**src/rtl/core/bfpa_pkg.sv**
```systemverilog
// bfpa_pkg: shared constants, types and the sequencer control store
// for the best-fit partition allocator. No dependencies.
package bfpa_pkg;

    // table geometry
    localparam int PARTITIONS = 16;
    localparam int SIZE_BITS  = 16;

    // item field widths
    localparam int FUNC_W   = 1;
    localparam int IDX_W    = 4;
    localparam int AMOUNT_W = 16;
    localparam int SPACE_W  = 16;
    localparam int CNT_W    = 5;

    localparam int S_TDATA_W = 24;  // index(4), amount(16), zero fill
    localparam int M_TDATA_W = 24;  // granted(1), chosen(4), space(16), zero fill

    // derived widths
    localparam int PART_W = (PARTITIONS > 1) ? $clog2(PARTITIONS) : 1;
    localparam int SCAN_W = $clog2(PARTITIONS + 1);
    localparam int CMP_W  = (SIZE_BITS > AMOUNT_W) ? SIZE_BITS : AMOUNT_W;

    // item kinds
    localparam logic [FUNC_W-1:0] FUNC_LOAD  = 1'b0;
    localparam logic [FUNC_W-1:0] FUNC_ALLOC = 1'b1;

    // sequencer steps
    typedef enum logic [2:0] {
        S_FETCH  = 3'd0,
        S_LOAD   = 3'd1,
        S_SCAN   = 3'd2,
        S_COMMIT = 3'd3,
        S_EMIT   = 3'd4
    } t_step;

    // jump conditions
    typedef enum logic [1:0] {
        C_GOTO  = 2'd0,  // always jump to target
        C_FETCH = 2'd1,  // on accept: allocate -> target, load -> next step
        C_SCAN  = 2'd2,  // stay until the scan pointer reaches the limit
        C_EMIT  = 2'd3   // stay until the output register is free
    } t_cond;

    typedef struct packed {
        logic  fetch;
        logic  load;
        logic  scan;
        logic  commit;
        logic  emit;
        t_cond cond;
        t_step target;
    } t_uword;

    // control store
    function automatic t_uword ucode(input t_step step);
        t_uword w;
        w = '0;
        unique case (step)
            S_FETCH: begin
                w.fetch  = 1'b1;
                w.cond   = C_FETCH;
                w.target = S_SCAN;
            end
            S_LOAD: begin
                w.load   = 1'b1;
                w.cond   = C_GOTO;
                w.target = S_EMIT;
            end
            S_SCAN: begin
                w.scan   = 1'b1;
                w.cond   = C_SCAN;
                w.target = S_COMMIT;
            end
            S_COMMIT: begin
                w.commit = 1'b1;
                w.cond   = C_GOTO;
                w.target = S_EMIT;
            end
            S_EMIT: begin
                w.emit   = 1'b1;
                w.cond   = C_EMIT;
                w.target = S_FETCH;
            end
            default: begin
                w.cond   = C_GOTO;
                w.target = S_FETCH;
            end
        endcase
        return w;
    endfunction

endpackage

```
**src/rtl/core/best_fit_partition_allocator.sv**
```systemverilog
// Best-fit partition allocator: a free-space table driven by a microcoded sequencer.
// Depends on bfpa_pkg.
//
// The block holds one free-space entry per partition, cleared to zero at reset.
// A load item (tuser 0) writes one entry and is acknowledged with granted 1, the
// index and the stored size; an index beyond the table gives an all-zero result.
// An allocate item (tuser 1) scans entries 0 .. partition_count-1 (count clamped
// to the table size) one per cycle through a single comparator, keeps the
// smallest entry that still holds the request (lowest index on ties), subtracts
// the request from it and reports granted, index and remaining space; if nothing
// fits, the result is all zero and the table is unchanged. One item is worked at
// a time: a load goes through the load and emit steps, an allocate through the
// scan, commit and emit steps, the scan taking one entry per cycle. The result
// waits in an output register, so the next item is taken while it is still held.
// partition_count is written through i_cfg_wr_en / i_cfg_wr_data; the user must
// write it only while the block is idle, as the block itself does not enforce this.
module best_fit_partition_allocator (
    input  logic                           i_clk,
    input  logic                           i_rst_n,
    // configuration
    input  logic                           i_cfg_wr_en,
    input  logic [bfpa_pkg::CNT_W-1:0]     i_cfg_wr_data,     // partition_count
    // input items
    input  logic                           s_axis_tvalid,
    output logic                           s_axis_tready,
    input  logic [bfpa_pkg::S_TDATA_W-1:0] s_axis_tdata,      // [3:0] partition_index, [19:4] amount
    input  logic [bfpa_pkg::FUNC_W-1:0]    s_axis_tuser,      // [0] func
    // result items
    output logic                           m_axis_tvalid,
    input  logic                           m_axis_tready,
    output logic [bfpa_pkg::M_TDATA_W-1:0] m_axis_tdata       // [0] granted, [4:1] chosen_partition,
                                                              // [20:5] space_left
);
    import bfpa_pkg::*;

    // sequencer
    t_step  r_step;
    t_step  n_step;
    t_uword uw;

    // configuration
    logic [CNT_W-1:0]  r_count;
    logic [SCAN_W-1:0] limit;

    // latched item
    logic [IDX_W-1:0]    r_idx;
    logic [AMOUNT_W-1:0] r_amount;

    // free-space table, one entry read per cycle by the scan
    logic [SIZE_BITS-1:0] r_table [PARTITIONS];

    // scan datapath
    logic [SCAN_W-1:0]    r_ptr;
    logic                 r_found;
    logic [PART_W-1:0]    r_best;
    logic [SIZE_BITS-1:0] r_best_val;
    logic [SIZE_BITS-1:0] have;
    logic                 scan_live;
    logic                 fits;
    logic                 better;

    // pending result and output register
    logic                 r_res_granted;
    logic [IDX_W-1:0]     r_res_part;
    logic [SPACE_W-1:0]   r_res_space;
    logic                 r_out_valid;
    logic                 r_out_granted;
    logic [IDX_W-1:0]     r_out_part;
    logic [SPACE_W-1:0]   r_out_space;

    logic                 in_acc;
    logic                 out_free;
    logic [SIZE_BITS-1:0] remain;

    assign uw = ucode(r_step);

    // clamp the count to the table size
    always_comb begin
        if (int'(r_count) > PARTITIONS) begin
            limit = SCAN_W'(PARTITIONS);
        end else begin
            limit = SCAN_W'(r_count);
        end
    end

    assign s_axis_tready = uw.fetch;
    assign in_acc        = s_axis_tvalid && uw.fetch;
    assign out_free      = !r_out_valid || m_axis_tready;

    // one compare per cycle against the running best
    assign scan_live = r_ptr < limit;
    assign have      = r_table[r_ptr[PART_W-1:0]];
    assign fits      = CMP_W'(have) >= CMP_W'(r_amount);
    assign better    = !r_found || (have < r_best_val);
    assign remain    = r_best_val - SIZE_BITS'(r_amount);

    // next step
    always_comb begin
        n_step = r_step;
        unique case (uw.cond)
            C_GOTO: begin
                n_step = uw.target;
            end
            C_FETCH: begin
                if (in_acc) begin
                    n_step = (s_axis_tuser == FUNC_ALLOC) ? uw.target : t_step'(r_step + 3'd1);
                end
            end
            C_SCAN: begin
                if (!scan_live) begin
                    n_step = uw.target;
                end
            end
            C_EMIT: begin
                if (out_free) begin
                    n_step = uw.target;
                end
            end
            default: begin
                n_step = S_FETCH;
            end
        endcase
    end

    always_ff @(posedge i_clk) begin
        if (!i_rst_n) begin
            r_step      <= S_FETCH;
            r_count     <= '0;
            r_out_valid <= 1'b0;
            r_found     <= 1'b0;
            r_ptr       <= '0;
            for (int i = 0; i < PARTITIONS; i++) begin
                r_table[i] <= '0;
            end
        end else begin
            r_step <= n_step;

            if (i_cfg_wr_en) begin
                r_count <= i_cfg_wr_data;
            end

            // fetch: latch the item and arm the scan
            if (uw.fetch) begin
                r_ptr   <= '0;
                r_found <= 1'b0;
                if (in_acc) begin
                    r_idx    <= s_axis_tdata[IDX_W-1:0];
                    r_amount <= s_axis_tdata[IDX_W +: AMOUNT_W];
                end
            end

            // load: write one entry, out-of-range index is dropped
            if (uw.load) begin
                if (int'(r_idx) < PARTITIONS) begin
                    r_table[PART_W'(r_idx)] <= SIZE_BITS'(r_amount);
                    r_res_granted <= 1'b1;
                    r_res_part    <= r_idx;
                    r_res_space   <= SPACE_W'(SIZE_BITS'(r_amount));
                end else begin
                    r_res_granted <= 1'b0;
                    r_res_part    <= '0;
                    r_res_space   <= '0;
                end
            end

            // scan: keep the smallest entry that holds the request
            if (uw.scan && scan_live) begin
                if (fits && better) begin
                    r_found    <= 1'b1;
                    r_best     <= r_ptr[PART_W-1:0];
                    r_best_val <= have;
                end
                r_ptr <= r_ptr + SCAN_W'(1);
            end

            // commit: take the request out of the chosen entry
            if (uw.commit) begin
                if (r_found) begin
                    r_table[r_best] <= remain;
                    r_res_granted   <= 1'b1;
                    r_res_part      <= IDX_W'(r_best);
                    r_res_space     <= SPACE_W'(remain);
                end else begin
                    r_res_granted <= 1'b0;
                    r_res_part    <= '0;
                    r_res_space   <= '0;
                end
            end

            // output register
            if (uw.emit && out_free) begin
                r_out_valid   <= 1'b1;
                r_out_granted <= r_res_granted;
                r_out_part    <= r_res_part;
                r_out_space   <= r_res_space;
            end else if (m_axis_tready) begin
                r_out_valid <= 1'b0;
            end
        end
    end

    assign m_axis_tvalid = r_out_valid;
    assign m_axis_tdata  = M_TDATA_W'({r_out_space, r_out_part, r_out_granted});

endmodule

```
**config.mk**
```make
export PLATFORM = sky130hd
export DESIGN_NAME = best_fit_partition_allocator
export DESIGN_NICKNAME = d
export VERILOG_FILES = /design/src/rtl/core/bfpa_pkg.sv /design/src/rtl/core/best_fit_partition_allocator.sv
export SDC_FILE = /design/constraint.sdc
export NUM_CORES = 1
export LEC_CHECK = 0
export ABC_AREA = 1
export BUFFER_PORTS_ARGS = -buffer_cell sky130_fd_sc_hd__buf_2
export CAP_MARGIN = 20
export CORE_MARGIN = 5
export CORE_UTILIZATION = 37
export CTS_BUF_LIST = sky130_fd_sc_hd__clkbuf_16
export DETAILED_ROUTE_END_ITERATION = 8
export SLEW_MARGIN = 15
export SYNTH_ARGS = -nofsm -noshare
export SYNTH_HDL_FRONTEND = slang
export SYNTH_SLANG_ARGS = --single-unit
```
**constraint.sdc**
```tcl
create_clock -name i_clk -period 3.2 [get_ports i_clk]
set_input_delay 0.16 -clock i_clk [delete_from_list [all_inputs] [get_ports i_clk]]
set_output_delay 0.16 -clock i_clk [all_outputs]
set_load 0.01 [all_outputs]
```
==> run_summary.xml <==
<?xml version="1.0" encoding="UTF-8"?>
<metrics>
  <group name="outcome">
    <metric name="outcome" unit="">finished, violations left</metric>
    <metric name="violations" unit="">negative setup slack</metric>
  </group>
  <group name="placement">
    <metric name="dpl-instance-area" unit="sq mm">0.0182</metric>
    <metric name="post-dp-hpwl" unit="microns">29200</metric>
    <metric name="gpl.final_weighted_congestion" unit="">0.899</metric>
    <metric name="dp_slack" unit="ns">-0.159</metric>
    <metric name="placement.io_buffers" unit="">53</metric>
  </group>
  <group name="cts">
    <metric name="worst_skew_pair.late_latency" unit="ns">0.56</metric>
    <metric name="clkSlewWorstSetupHoldPaths" unit="ns">0.06</metric>
    <metric name="htreeDepth" unit="">2</metric>
    <metric name="clk_path_buf_depth" unit="">3</metric>
    <metric name="root_buffer" unit="">sky130_fd_sc_hd__clkbuf_16</metric>
    <metric name="tritoncts" unit="">done</metric>
    <metric name="cts_made_buffers" unit="">40</metric>
    <metric name="clock-sinks" unit="">357</metric>
  </group>
  <group name="detailed_routing">
    <metric name="ant_nets" unit="">0</metric>
    <metric name="routed_wire_length" unit="microns">46500</metric>
    <metric name="drt_iter0_drc" unit="">1135</metric>
    <metric name="drt_pass1_iterations" unit="">5</metric>
    <metric name="drc" unit="">0</metric>
    <metric name="num_vias" unit="">12700</metric>
    <metric name="vias_per_cell" unit="">5.31</metric>
    <metric name="route.detailed.wl_per_inst" unit="microns">19.5</metric>
  </group>
  <group name="yosys">
    <metric name="synth.lib_cells_used.distinct" unit="">50</metric>
    <metric name="prevailing_post_synth_register_cell" unit="">sky130_fd_sc_hd__edfxtp_1</metric>
    <metric name="synth_most_common_cell" unit="">sky130_fd_sc_hd__nor2_1</metric>
    <metric name="synth_sequential_area_ratio" unit="%">62.9</metric>
    <metric name="post_synth_top_area_share" unit="%">60.7</metric>
    <metric name="post_synth.cell_area_avg" unit="sq um">10.4</metric>
    <metric name="synthTopCellsByArea" unit="">sky130_fd_sc_hd__edfxtp_1 61%, sky130_fd_sc_hd__nor2_1 8.0%, sky130_fd_sc_hd__o21ai_0 4.6%</metric>
    <metric name="synthesis.yosys.warnings" unit="">0</metric>
    <metric name="synth_top_cells_by_count" unit="">355 x sky130_fd_sc_hd__nor2_1, 338 x sky130_fd_sc_hd__edfxtp_1, 174 x sky130_fd_sc_hd__nand2_1</metric>
    <metric name="number_of_enable_flip_flop_cells_after_synthesis" unit="">338</metric>
    <metric name="netlist.top_cell.by_area" unit="">sky130_fd_sc_hd__edfxtp_1</metric>
    <metric name="mappedNetlistArea" unit="sq mm">0.0167</metric>
    <metric name="postSynth.asyncResetShare" unit="%">0</metric>
    <metric name="syn_inst" unit="">1606</metric>
    <metric name="seq_cells_post_synth" unit="">357</metric>
  </group>
  <group name="critical_path">
    <metric name="crit_path_max_incr_delay" unit="ns">0.42</metric>
    <metric name="worstSetupPathType" unit="">register to register</metric>
    <metric name="cpMaxStageDelayCell" unit="">sky130_fd_sc_hd__dfxtp_4</metric>
    <metric name="start_kind" unit="">register</metric>
    <metric name="critical_path_peak_fanout" unit="">14</metric>
    <metric name="critical_path.cell_chain" unit="">clkinv_8 &gt; buf_12 &gt; buf_16 &gt; nor2_1 &gt; o22ai_1 &gt; o211ai_1 &gt; nand2_2 &gt; ha_4 &gt; nand4_1 &gt; nor3_2 &gt; nand2_2 &gt; nand3_2 &gt; nand2_1 &gt; inv_1 &gt; nand2_2 &gt; clkinvlp_4 &gt; buf_12</metric>
    <metric name="worst_setup_path_end_kind" unit="">register</metric>
    <metric name="crit_path_frequent_cell" unit="">sky130_fd_sc_hd__nand2_2</metric>
    <metric name="worst-endpoint-arrival" unit="ns">3.58</metric>
    <metric name="critical_path_required" unit="ns">3.46</metric>
  </group>
  <group name="power_and_ir_drop">
    <metric name="power_density" unit="mW/mm^2">635</metric>
    <metric name="peakVddDrop" unit="mV">0.431</metric>
    <metric name="leakage" unit="nW">8.18</metric>
  </group>
  <group name="floorplan">
    <metric name="num_rows" unit="">78</metric>
    <metric name="floorplan.die.height" unit="microns">223</metric>
    <metric name="fp.dieW" unit="microns">223</metric>
    <metric name="fp.coreArea" unit="sq mm">0.0451</metric>
    <metric name="io-pin-count" unit="">61</metric>
    <metric name="die_outline_area" unit="sq mm">0.0496</metric>
    <metric name="initial_core_util" unit="%">37.1</metric>
  </group>
  <group name="sta">
    <metric name="worst_clock_skew" unit="ns">0.0222</metric>
    <metric name="setup_viol" unit="">20</metric>
    <metric name="final_period_minus_worst_setup_slack" unit="ns">3.31</metric>
    <metric name="final_hold_viol_count" unit="">0</metric>
    <metric name="unrepaired_setup_endpoints_after_global_routing" unit="">true</metric>
    <metric name="final.period_utilization" unit="%">104</metric>
    <metric name="tns" unit="ns">-1.99</metric>
    <metric name="slew_headroom" unit="%">45.9</metric>
    <metric name="fmaxAchievable" unit="GHz">0.302</metric>
    <metric name="drv_slew" unit="">0</metric>
    <metric name="final_critical_path_setup_slack" unit="ns">-0.114</metric>
    <metric name="worst-slew-pin-transition" unit="ns">0.810</metric>
  </group>
  <group name="final_layout">
    <metric name="nets" unit="">1843</metric>
    <metric name="total_non_filler_cell_area_in_the_finished_layout" unit="sq mm">0.0204</metric>
    <metric name="area_growth" unit="%">22.0</metric>
    <metric name="share_of_post_route_cells_with_drive_strength_above_1" unit="%">17.6</metric>
  </group>
  <group name="global_route">
    <metric name="grt_resource_usage_total" unit="%">18.1</metric>
    <metric name="grt_overflow_total" unit="">0</metric>
    <metric name="largest_net_degree_at_the_start_of_global_routing" unit="">65</metric>
    <metric name="via_count_of_the_first_global_routing_pass" unit="">12400</metric>
    <metric name="wire_length_of_the_first_global_routing_pass" unit="microns">70500</metric>
    <metric name="number_of_antenna_violations_at_the_first_check_in_global_routing" unit="">0</metric>
  </group>
  <group name="run">
    <metric name="cap_violations" unit="">0</metric>
  </group>
  <group name="worst_hold_path">
    <metric name="hold_path_class" unit="">input port to register</metric>
  </group>
</metrics>
worst max-delay path: cells and delay by family (launching register included):
kind                       cells  cell delay [ns]
AOI/OAI and AO/OA              2             0.50
adders and majority gates      1             0.33
buffers and inverters          6             0.74
DFF                            1             0.42
and+or+nand+nor                8             0.99
layer usage:
metal  wire, microns  vias up  share of wire [%]  GRT usage, %
met4            1570        0                3.4          7.09
met5               0        -                  0             0
met3            3200       91                6.9          2.55
met1           19200     6175                 41          23.9
met2           22600      502                 49          30.1
li1                -     5882                  -             -
path summary, 6_finish.rpt:
kind	slack [ns]	from	endpoint	cells past startpoint
max	-0.11	register	r_best_val[15]	17
min reg2reg	0.42	r_res_space[7]	r_out_space[7]	0
max reg2reg	-0.11	register	r_best_val[15]	17
min	0.04	s_axis_tuser	r_step[0]	6
through the flow:
| stage | total power [W] | hold WS, ns | util (%) | std cells |
|---|---|---|---|---|
| 6_report | 0.0130 | 0.0424 | 45.3 | 2383 |
| 5_1_grt | 0.0136 | 0.0766 | 45.2 | 2381 |
| 4_1_cts | 0.0128 | 0.0215 | 44.6 | 2375 |
| 3_5_place_dp | 0.00819 | 0.338 | 40.4 | 2257 |
| 3_3_place_gp | 0.00813 | 0.336 | 40.4 | 2257 |
| 2_1_floorplan | 0.00723 | 0.259 | - | 1608 |
report_power, final:
part           total [W]  switching, W  internal (W)
clock            0.00437       0.00185       0.00252
sequential       0.00559      0.000113       0.00548
combinational    0.00300       0.00188       0.00112
repair_timing:
item                                    in CTS  in global routing
endpoints found under the setup margin      20                 36
hold buffers                                35                  0
gates cloned                                 4                  5
gates resized for setup                     34                 48
hold endpoints to repair                    26                  0
pin swaps                                    4                 20
buffers inserted                             7                  3
layout by cell type, fill, tap and decap left out, types with 10 or more instances in the layout:
master / instances
sky130_fd_sc_hd__a21oi_1: 67
sky130_fd_sc_hd__nor2_2: 11
sky130_fd_sc_hd__inv_2: 20
sky130_fd_sc_hd__o211ai_1: 17
sky130_fd_sc_hd__o221ai_1: 41
sky130_fd_sc_hd__clkbuf_16: 45
sky130_fd_sc_hd__dfxtp_1: 16
sky130_fd_sc_hd__ha_4: 10
sky130_fd_sc_hd__nor2_1: 350
sky130_fd_sc_hd__dlygate4sd3_1: 35
sky130_fd_sc_hd__nand2_2: 16
sky130_fd_sc_hd__o21ai_1: 22
sky130_fd_sc_hd__ha_1: 46
sky130_fd_sc_hd__inv_1: 130
sky130_fd_sc_hd__nand3_1: 36
sky130_fd_sc_hd__o22ai_1: 30
sky130_fd_sc_hd__nand2_1: 159
sky130_fd_sc_hd__buf_4: 87
sky130_fd_sc_hd__buf_2: 53
sky130_fd_sc_hd__edfxtp_1: 338
sky130_fd_sc_hd__buf_12: 12
sky130_fd_sc_hd__o21ai_0: 136
area by class of cell:
type,count,area [sq um]
fillers,4190,24700
diodes,2,5.00
inverters,142,559
well taps,600,751
multi-input cells,1011,5530
repair buffers,199,1790
flip-flops and latches,357,10500
clock buffers,40,1000
clock inverters,32,234
cells by family after synthesis:
kind of cell	synth area share, %
multiplexers	0.0598
buffers and inverters	5.69
XOR/XNOR	0.576
AND/OR/NAND/NOR	14.2
AO/OA/AOI/OAI	12.2
flip-flops	62.9
other	0.0224
adder cells (fa/ha/maj)	4.31
sequential cells by signal, summed over array words and instances, names as in the netlist, named ones only:
signal and count:
r_out_granted 1, r_idx 4, r_res_space 16, r_best_val 16, r_amount 16, r_out_space 16, m_axis_tvalid 1, r_step 3
r_out_part 4, r_best 4, r_ptr 5, r_found 1, r_count 5, r_res_part 4, r_table 256, r_res_granted 1
(Power assumes the default switching activity.)
